===== src/design/assert_macros.svh =====
// Assertion macros shared by the design files.
// Plain text, no dependencies; every macro samples on clock and is off in reset.
`ifndef ASSERT_MACROS_SVH
`define ASSERT_MACROS_SVH

// property holds at every edge out of reset
`define ASSERT_ALWAYS(label, prop, msg) \
   label: assert property (@(posedge clock) disable iff (reset) (prop)) else $error(msg);

// consequent holds in the same cycle as the antecedent
`define ASSERT_IMPLIES(label, ante, cons, msg) \
   label: assert property (@(posedge clock) disable iff (reset) (ante) |-> (cons)) \
      else $error(msg);

// consequent holds in the cycle after the antecedent
`define ASSERT_NEXT(label, ante, cons, msg) \
   label: assert property (@(posedge clock) disable iff (reset) (ante) |=> (cons)) \
      else $error(msg);

`endif


===== src/design/clcs_pkg.sv =====
// Package for the current limit calibration sequencer: types, register
// indexes, reset values and the default per-entry tables. No dependencies.
package clcs_pkg;

   localparam int unsigned TABLE_ROWS = 16;

   typedef logic [2:0] csr_index_type;

   localparam csr_index_type CSR_RAMP_LIMIT    = 3'd0;
   localparam csr_index_type CSR_SETTLE_TICKS  = 3'd1;
   localparam csr_index_type CSR_STABLE_NEEDED = 3'd2;
   localparam csr_index_type CSR_ACCEPT_WINDOW = 3'd3;
   localparam csr_index_type CSR_TUNE_DEADBAND = 3'd4;
   localparam csr_index_type CSR_OUTPUT_MAX    = 3'd5;

   localparam logic [15:0] RESET_RAMP_LIMIT    = 16'd4800;
   localparam logic [7:0]  RESET_SETTLE_TICKS  = 8'd50;
   localparam logic [7:0]  RESET_STABLE_NEEDED = 8'd10;
   localparam logic [11:0] RESET_ACCEPT_WINDOW = 12'd30;
   localparam logic [11:0] RESET_TUNE_DEADBAND = 12'd3;
   localparam logic [15:0] RESET_OUTPUT_MAX    = 16'd2400;

   // evaluation result handed from the tuning datapath to the sequencer
   typedef struct packed {
      logic        in_window;
      logic [15:0] integ;
   } tune_result_type;

   function automatic logic [15:0] default_pwm(input logic [3:0] row);
      logic [15:0] val;
      unique case (row)
         4'd0:    val = 16'd470;
         4'd1:    val = 16'd570;
         4'd2:    val = 16'd660;
         4'd3:    val = 16'd740;
         4'd4:    val = 16'd790;
         4'd5:    val = 16'd900;
         4'd6:    val = 16'd550;
         4'd7:    val = 16'd570;
         4'd8:    val = 16'd660;
         4'd9:    val = 16'd740;
         4'd10:   val = 16'd790;
         4'd11:   val = 16'd900;
         default: val = 16'd0;
      endcase
      return val;
   endfunction

   function automatic logic [8:0] default_target(input logic [3:0] row);
      logic [8:0] val;
      unique case (row)
         4'd0:    val = 9'd135;
         4'd1:    val = 9'd140;
         4'd2:    val = 9'd156;
         4'd3:    val = 9'd171;
         4'd4:    val = 9'd186;
         4'd5:    val = 9'd200;
         4'd6:    val = 9'd250;
         4'd7:    val = 9'd280;
         4'd8:    val = 9'd312;
         4'd9:    val = 9'd342;
         4'd10:   val = 9'd372;
         4'd11:   val = 9'd400;
         default: val = 9'd0;
      endcase
      return val;
   endfunction

endpackage


===== src/design/current_limit_calibration_sequencer.sv =====
// Current limit calibration sequencer, top level.
// Depends on clcs_pkg, clcs_tune and assert_macros.svh.
//
// Usage:
//  - req_ channel: one transfer per millisecond tick, carrying req_current.
//  - rsp_ channel: exactly one result transfer per request transfer, in order.
//    The first ramp_limit ticks ramp the drive level (rsp_motor_valid/level).
//    After that every (settle_ticks+1)-th tick is evaluated against the
//    active entry's target: outside the window the integrator steps and
//    rsp_limit_valid/pwm report it; after more than stable_needed hits in
//    the window the entry is stored (rsp_store_valid/index/value). Storing
//    the last entry raises rsp_finished, which then stays set.
//  - csr_ port: write-only, register index in csr_index, data in csr_wdata;
//    write only while no transfer is in flight.
// Timing: a request transfer's result is registered in the output register
//  in the cycle after the transfer. Throughput: one transfer per cycle while
//  rsp_ready is held high; the whole step is a single pass from the accepted
//  sample and the state registers to the output register and next state.
// Stall: req_ready stays high while the output register is empty or being
//  drained; when the receiver holds rsp_ready low, the held result blocks
//  the request side.
// Reset: clears sequencer state and the output valid bit, but not the result
//  fields; reloads register defaults and restores the default PWM table.
`include "assert_macros.svh"

module current_limit_calibration_sequencer import clcs_pkg::*; #(
   parameter int unsigned ENTRY_COUNT = 12
) (
   input  logic          clock,
   input  logic          reset,
   // request channel
   input  logic          req_valid,
   output logic          req_ready,
   input  logic [11:0]   req_current,
   // result channel
   output logic          rsp_valid,
   input  logic          rsp_ready,
   output logic          rsp_motor_valid,
   output logic [14:0]   rsp_motor_level,
   output logic          rsp_limit_valid,
   output logic [15:0]   rsp_limit_pwm,
   output logic          rsp_store_valid,
   output logic [3:0]    rsp_store_index,
   output logic [15:0]   rsp_store_value,
   output logic          rsp_finished,
   // configuration
   input  logic          csr_we,
   input  csr_index_type csr_index,
   input  logic [15:0]   csr_wdata
);

   localparam logic [3:0] LAST_ENTRY = 4'(ENTRY_COUNT - 1);
   localparam int unsigned TAB_IW = (ENTRY_COUNT > 1) ? $clog2(ENTRY_COUNT) : 1;

   // configuration registers
   logic [15:0] ramp_limit_ff;
   logic [7:0]  settle_ticks_ff;
   logic [7:0]  stable_needed_ff;
   logic [11:0] accept_window_ff;
   logic [11:0] tune_deadband_ff;
   logic [15:0] output_max_ff;

   // sequencer state
   logic [15:0] ramp_level_ff,  ramp_level_in;
   logic [7:0]  tick_count_ff,  tick_count_in;
   logic [7:0]  stable_hits_ff, stable_hits_in;
   logic [3:0]  entry_index_ff, entry_index_in;
   logic [15:0] integrator_ff,  integrator_in;
   logic [15:0] tuned_pwm_ff,   tuned_pwm_in;
   logic        done_ff,        done_in;
   logic [15:0] pwm_table_ff [ENTRY_COUNT];
   logic        table_we;

   // output register
   logic        rsp_valid_ff,   rsp_valid_in;
   logic        motor_valid_ff, motor_valid_in;
   logic [14:0] motor_level_ff, motor_level_in;
   logic        limit_valid_ff, limit_valid_in;
   logic [15:0] limit_pwm_ff,   limit_pwm_in;
   logic        store_valid_ff, store_valid_in;
   logic [3:0]  store_index_ff, store_index_in;
   logic [15:0] store_value_ff, store_value_in;
   logic        finished_ff,    finished_in;

   logic            req_xfer;
   logic [3:0]      idx;           // active entry, clamped to the table
   logic [3:0]      idx_next;
   logic [15:0]     ramp_inc;
   logic [7:0]      tick_inc;
   logic [7:0]      hits_inc;
   tune_result_type tune;

   assign req_ready = !rsp_valid_ff || rsp_ready;
   assign req_xfer  = req_valid && req_ready;

   assign idx      = (entry_index_ff > LAST_ENTRY) ? LAST_ENTRY : entry_index_ff;
   assign idx_next = idx + 4'd1;
   assign ramp_inc = ramp_level_ff + 16'd1;
   assign tick_inc = tick_count_ff + 8'd1;
   assign hits_inc = stable_hits_ff + 8'd1;

   clcs_tune u_tune (
      .current       (req_current),
      .target        (default_target(idx)),
      .integrator    (integrator_ff),
      .accept_window (accept_window_ff),
      .tune_deadband (tune_deadband_ff),
      .output_max    (output_max_ff),
      .result        (tune)
   );

   // one step of the sequence for the sample being transferred
   always_comb begin
      ramp_level_in  = ramp_level_ff;
      tick_count_in  = tick_count_ff;
      stable_hits_in = stable_hits_ff;
      entry_index_in = entry_index_ff;
      integrator_in  = integrator_ff;
      tuned_pwm_in   = tuned_pwm_ff;
      done_in        = done_ff;
      table_we       = 1'b0;

      motor_valid_in = 1'b0;
      motor_level_in = 15'd0;
      limit_valid_in = 1'b0;
      limit_pwm_in   = 16'd0;
      store_valid_in = 1'b0;
      store_index_in = 4'd0;
      store_value_in = 16'd0;
      finished_in    = 1'b0;

      priority if (done_ff) begin
         finished_in = 1'b1;
      end else if (ramp_level_ff < ramp_limit_ff) begin
         ramp_level_in  = ramp_inc;
         tick_count_in  = 8'd0;
         motor_valid_in = 1'b1;
         motor_level_in = ramp_inc[15:1];
      end else if (tick_inc <= settle_ticks_ff) begin
         tick_count_in = tick_inc;   // settling, nothing reported
      end else begin
         tick_count_in  = 8'd0;
         entry_index_in = idx;
         if (tune.in_window) begin
            stable_hits_in = hits_inc;
            if (hits_inc > stable_needed_ff) begin
               stable_hits_in = 8'd0;
               table_we       = 1'b1;
               store_valid_in = 1'b1;
               store_index_in = idx;
               store_value_in = tuned_pwm_ff;
               if (idx < LAST_ENTRY) begin
                  entry_index_in = idx_next;
                  tuned_pwm_in   = pwm_table_ff[idx_next[TAB_IW-1:0]];
               end else begin
                  // last entry: clear the run and stay finished
                  ramp_level_in  = 16'd0;
                  stable_hits_in = 8'd0;
                  entry_index_in = 4'd0;
                  integrator_in  = 16'd0;
                  tuned_pwm_in   = 16'd0;
                  done_in        = 1'b1;
                  finished_in    = 1'b1;
               end
            end
         end else begin
            stable_hits_in = 8'd0;
            integrator_in  = tune.integ;
            tuned_pwm_in   = tune.integ;
            limit_valid_in = 1'b1;
            limit_pwm_in   = tune.integ;
         end
      end
   end

   assign rsp_valid_in = req_xfer || (rsp_valid_ff && !rsp_ready);

   always_ff @(posedge clock) begin
      if (reset) begin
         ramp_limit_ff    <= RESET_RAMP_LIMIT;
         settle_ticks_ff  <= RESET_SETTLE_TICKS;
         stable_needed_ff <= RESET_STABLE_NEEDED;
         accept_window_ff <= RESET_ACCEPT_WINDOW;
         tune_deadband_ff <= RESET_TUNE_DEADBAND;
         output_max_ff    <= RESET_OUTPUT_MAX;
      end else if (csr_we) begin
         unique case (csr_index)
            CSR_RAMP_LIMIT:    ramp_limit_ff    <= csr_wdata;
            CSR_SETTLE_TICKS:  settle_ticks_ff  <= csr_wdata[7:0];
            CSR_STABLE_NEEDED: stable_needed_ff <= csr_wdata[7:0];
            CSR_ACCEPT_WINDOW: accept_window_ff <= csr_wdata[11:0];
            CSR_TUNE_DEADBAND: tune_deadband_ff <= csr_wdata[11:0];
            CSR_OUTPUT_MAX:    output_max_ff    <= csr_wdata;
            default: ;   // unmapped index, write dropped
         endcase
      end
   end

   always_ff @(posedge clock) begin
      if (reset) begin
         ramp_level_ff  <= 16'd0;
         tick_count_ff  <= 8'd0;
         stable_hits_ff <= 8'd0;
         entry_index_ff <= 4'd0;
         integrator_ff  <= 16'd0;
         tuned_pwm_ff   <= 16'd0;
         done_ff        <= 1'b0;
      end else if (req_xfer) begin
         ramp_level_ff  <= ramp_level_in;
         tick_count_ff  <= tick_count_in;
         stable_hits_ff <= stable_hits_in;
         entry_index_ff <= entry_index_in;
         integrator_ff  <= integrator_in;
         tuned_pwm_ff   <= tuned_pwm_in;
         done_ff        <= done_in;
      end
   end

   // PWM table: defaults at reset, one entry written per stored calibration
   always_ff @(posedge clock) begin
      if (reset) begin
         for (int i = 0; i < ENTRY_COUNT; i++) begin
            pwm_table_ff[i] <= default_pwm(4'(i));
         end
      end else if (req_xfer && table_we) begin
         pwm_table_ff[idx[TAB_IW-1:0]] <= tuned_pwm_ff;
      end
   end

   always_ff @(posedge clock) begin
      if (reset) begin
         rsp_valid_ff <= 1'b0;
      end else begin
         rsp_valid_ff <= rsp_valid_in;
      end
   end

   always_ff @(posedge clock) begin
      if (req_xfer) begin
         motor_valid_ff <= motor_valid_in;
         motor_level_ff <= motor_level_in;
         limit_valid_ff <= limit_valid_in;
         limit_pwm_ff   <= limit_pwm_in;
         store_valid_ff <= store_valid_in;
         store_index_ff <= store_index_in;
         store_value_ff <= store_value_in;
         finished_ff    <= finished_in;
      end
   end

   assign rsp_valid       = rsp_valid_ff;
   assign rsp_motor_valid = motor_valid_ff;
   assign rsp_motor_level = motor_level_ff;
   assign rsp_limit_valid = limit_valid_ff;
   assign rsp_limit_pwm   = limit_pwm_ff;
   assign rsp_store_valid = store_valid_ff;
   assign rsp_store_index = store_index_ff;
   assign rsp_store_value = store_value_ff;
   assign rsp_finished    = finished_ff;

   // checks
   `ASSERT_IMPLIES(a_done_cleared, done_ff,
      (ramp_level_ff == 16'd0) && (entry_index_ff == 4'd0) && (integrator_ff == 16'd0),
      "finished sequencer still holds run state")
   `ASSERT_NEXT(a_done_reports, req_xfer && done_ff,
      rsp_valid_ff && finished_ff && !store_valid_ff && !limit_valid_ff,
      "transfer after finish did not report finished only")
   `ASSERT_IMPLIES(a_one_event, rsp_valid_ff,
      $onehot0({motor_valid_ff, limit_valid_ff, store_valid_ff}),
      "more than one event in one result")
   `ASSERT_ALWAYS(a_entry_range, entry_index_ff <= LAST_ENTRY,
      "entry index beyond table")

endmodule


===== src/design/clcs_tune.sv =====
// Tuning datapath: window check and clamped integral step for one sample.
// Depends on clcs_pkg (tune_result_type).
module clcs_tune import clcs_pkg::*; (
   input  logic [11:0]     current,
   input  logic [8:0]      target,
   input  logic [15:0]     integrator,
   input  logic [11:0]     accept_window,
   input  logic [11:0]     tune_deadband,
   input  logic [15:0]     output_max,
   output tune_result_type result
);

   logic signed [12:0] err;      // current - target
   logic        [11:0] err_mag;
   logic signed [17:0] step;     // target - current, or zero inside deadband
   logic signed [17:0] acc;

   assign err     = $signed({1'b0, current}) - $signed({4'b0000, target});
   assign err_mag = err[12] ? 12'(-err) : err[11:0];

   always_comb begin
      step = (err_mag > tune_deadband) ? -18'(err) : 18'sd0;
      acc  = $signed({2'b00, integrator}) + step;
      result.in_window = (err_mag < accept_window);
      priority if (acc < 18'sd0) begin
         result.integ = 16'd0;
      end else if (acc > $signed({2'b00, output_max})) begin
         result.integ = output_max;
      end else begin
         result.integ = acc[15:0];
      end
   end

endmodule


===== config.mk =====
export PLATFORM = sky130hd
export DESIGN_NAME = current_limit_calibration_sequencer
export DESIGN_NICKNAME = d
export VERILOG_FILES = /design/src/design/clcs_pkg.sv /design/src/design/current_limit_calibration_sequencer.sv /design/src/design/clcs_tune.sv
export VERILOG_INCLUDE_DIRS = /design/src /design/src/design
export SDC_FILE = /design/constraint.sdc
export NUM_CORES = 1
export LEC_CHECK = 0
export BUFFER_PORTS_ARGS = -buffer_cell sky130_fd_sc_hd__buf_2
export CELL_PAD_IN_SITES_DETAIL_PLACEMENT = 2
export CELL_PAD_IN_SITES_GLOBAL_PLACEMENT = 2
export CORE_ASPECT_RATIO = 1.2
export CORE_MARGIN = 4
export CORE_UTILIZATION = 46
export DETAILED_ROUTE_END_ITERATION = 8
export PLACE_DENSITY_LB_ADDON = 0.1
export SLEW_MARGIN = 10
export SYNTH_ARGS = -nofsm -noshare
export SYNTH_HDL_FRONTEND = slang
export SYNTH_SLANG_ARGS = --single-unit

===== constraint.sdc =====
create_clock -name clock -period 30.8 [get_ports clock]
set_input_delay 4.62 -clock clock [delete_from_list [all_inputs] [get_ports clock]]
set_output_delay 4.62 -clock clock [all_outputs]
set_load 0.01 [all_outputs]

==> flow_summary.json <==
{
  "worst_slew_pin_slew_ps": 1050,
  "finalSetupViolCount": 0,
  "max_freq_mhz": 75.4,
  "p_leak_nw": 9.74,
  "max_cap_violations": 0,
  "fp.dieW_um": 212,
  "coreArea_um2": 49300,
  "place_hpwl_mm": 52.8,
  "skew_ps": 40.0,
  "cts.hold.buffers_added": 0,
  "synth_edf_count": 311,
  "hold-path-cell-count": 2,
  "finalHoldViolCount": 0,
  "ys_dominant_reg_cell": "edfxtp_1",
  "register_area_um2": 12200,
  "ys_seq_area_share_pct": 53.1,
  "fin_crit_sh_pct": 43.1,
  "ir_drop_uv": 60.0,
  "stdcell_count": 2774,
  "synth.cell_area_um2": 23000,
  "slew_violations": 0,
  "synth_cell_types": 85,
  "finalCriticalPeriod_ps": 13270,
  "power_switching_mw": 0.361,
  "max_slew_margin_pct": 29.8,
  "r2r.worst_path.cells": 41,
  "io_pins": 93,
  "yosysMostFrequentCell": "edfxtp_1",
  "combPwrFrac_pct": 8.9,
  "drt-initial-drc-count": 1239,
  "ctsRootBufferMaster": "clkbuf_16",
  "cts_made_buffers": 50,
  "crit_slowest_cell": "a221oi_1",
  "ys_ff_latch": 453,
  "crit_top_cell": "ha_1",
  "multiInputGateArea_um2": 10200,
  "drt_drc_violations_left": 0,
  "wirelength_mm": 78.9,
  "grt_first_pass_wirelength_mm": 119,
  "grt_max_degree": 59,
  "synth.top_cell.area_share_pct": 40.7,
  "io_buffers": 92,
  "cts_tree": "done",
  "power_frac_seq_pct": 46.9,
  "grt_overflow": 0,
  "path_class": "in2reg",
  "first_global_vias": 18600,
  "min_from": "ramp_limit_ff[2]",
  "clock_power_share_pct": 44.2,
  "grt_use_total_pct": 29.3,
  "nNetsFinal": 2240,
  "fill_cells": 4872,
  "drive_gt1_share_pct": 15.4,
  "cpPeakStageDelay_ps": 510,
  "rows": 89,
  "antenna_found_initial": 1,
  "p_per_area_nw_per_um2": 55.2,
  "crit_path_start_kind": "input pin",
  "end_kind": "flop",
  "cts.sinks": 453,
  "syn2layout_area_growth_pct": 12.8,
  "yosysTopAreaCell": "edfxtp_1",
  "die_area_um2": 53600,
  "r2r_setup_slack_ps": 18870,
  "whs_ps": 457,
  "synth_cells": 1984,
  "startpoint": "req_current[4]",
  "gp_congestion": 0.874,
  "wl_per_cell_um": 28.4,
  "critPathRequiredTime_ps": 31250,
  "clockBufferDepth": 3,
  "hold_path.class": "reg2reg",
  "finalCoreUtilization_pct": 52.5,
  "die_y_um": 253,
  "floorplan.initialDensity_pct": 46.5,
  "vias_per_cell": 6.05,
  "rsz0062_at_grt": "no",
  "reg2reg_from": "entry_index_ff[2]",
  "htree_levels": 2,
  "internal-power_mw": 1.07,
  "arrival_ps": 13720,
  "synthArstFlopShare_pct": 0,
  "synth.top_cells.by_count": "311 x edfxtp_1, 185 x nand2_1, 142 x dfxtp_1",
  "path_clk_slew_ps": 70,
  "detail-route-antenna-nets": 0,
  "cts_setup_buffers": 0,
  "first_pass_iters": 5,
  "worstSkewPairLatency_ps": 620,
  "finalPower_mw": 1.43,
  "netlist_top_cells_area": "edfxtp_1 41%, dfxtp_1 12%, mux4_2 7.8%",
  "status": "finished clean",
  "post_cts_resized": 0,
  "tns_ps": 0,
  "num_vias": 16800,
  "postSynthAreaPerCell_um2": 11.6,
  "switching_share_pct": 25.2,
  "n_antenna_cell": 0,
  "yosysWarnings": 0,
  "worst-path-max-fanout": 16,
  "numPlacedInstances": 2680
}
-- final cells by class --
cell class | instances | share of cell area [%]
multi-input cells | 1380 | 39.5
inverters | 97 | 1.41
flip-flops and latches | 453 | 47.0
clock buffers | 67 | 5.43
clock inverters | 27 | 1.18
repair buffers | 113 | 2.40
well taps | 637 | 3.08
-- metrics by stage --
stage	cell area [um2]	setup WS (ps)
after CTS	25900	17620
after detailed placement	24200	17000
final	25900	17530
after global routing	25900	16860
after floorplan	23200	18300
after global placement	24200	17480
-- cell usage in the layout (no fill, tap or decap), types with 21 or more instances in the layout --
master       n
buf_4       22
conb_1      64
ha_1       106
dfxtp_1    142
xnor2_1     45
edfxtp_1   311
o211ai_1    22
nand3_1     25
nor3_1      28
xor2_1      21
nand2_1    185
nand2b_1    70
and2_1      79
o21ai_0     37
nor2_1     118
and3_1     121
a211oi_1    24
a21oi_1    117
mux4_2      80
inv_1       96
buf_2       91
clkbuf_16   52
-- power by group through the flow --
| stage | Combinational (mW) | Sequential (mW) | Clock [mW] |
|---|---|---|---|
| after floorplan | 0.0803 | 0.681 | 0 |
| after global placement | 0.120 | 0.681 | 0 |
| after detailed placement | 0.125 | 0.683 | 0 |
| after CTS | 0.127 | 0.671 | 0.641 |
| after global routing | 0.140 | 0.672 | 0.668 |
| final | 0.128 | 0.671 | 0.632 |
-- registers in the layout, indices dropped and copies added (netlist names), 4 cells and up --
signal            flops
rsp_motor_level      15
accept_window_ff     12
ramp_limit_ff        16
settle_ticks_ff       8
stable_hits_ff        8
entry_index_ff        4
rsp_store_index       4
ramp_level_ff        16
output_max_ff        16
tick_count_ff         8
integrator_ff        16
tune_deadband_ff     12
pwm_table_ff        256
rsp_store_value      16
tuned_pwm_ff         16
stable_needed_ff      8
rsp_limit_pwm        16
-- cells by family after synthesis --
family	synth area share (%)
other	0.0163
XOR/XNOR	2.52
multiplexers	8.67
adder cells (fa/ha/maj)	6.01
buffers and inverters	3.66
AO/OA/AOI/OAI	10.3
AND/OR/NAND/NOR	15.8
flip-flops	53.1
-- routing by layer --
metal	global-route usage (%)	wire length [um]
met1	35.7	31100
met2	52.1	40700
met3	4.27	3710
met4	11.6	3330
met5	0	0
-- worst max-delay path, delay by kind of cell --
family | cells | cell delay (ps)
muxes | 2 | 510
AOI/OAI and AO/OA | 13 | 3520
xor gates and xnor gates | 2 | 340
buffers and inverters | 2 | 340
and+or+nand+nor | 11 | 2650
adders and majority gates | 5 | 1700
-- final timing paths --
check,endpoint
worst min register to register,ramp_limit_ff[2]
worst max register to register,tuned_pwm_ff[8]
worst min-delay path,ramp_limit_ff[2]
worst max-delay path,tuned_pwm_ff[8]
Note: power is estimated with default switching activity, not from simulation.
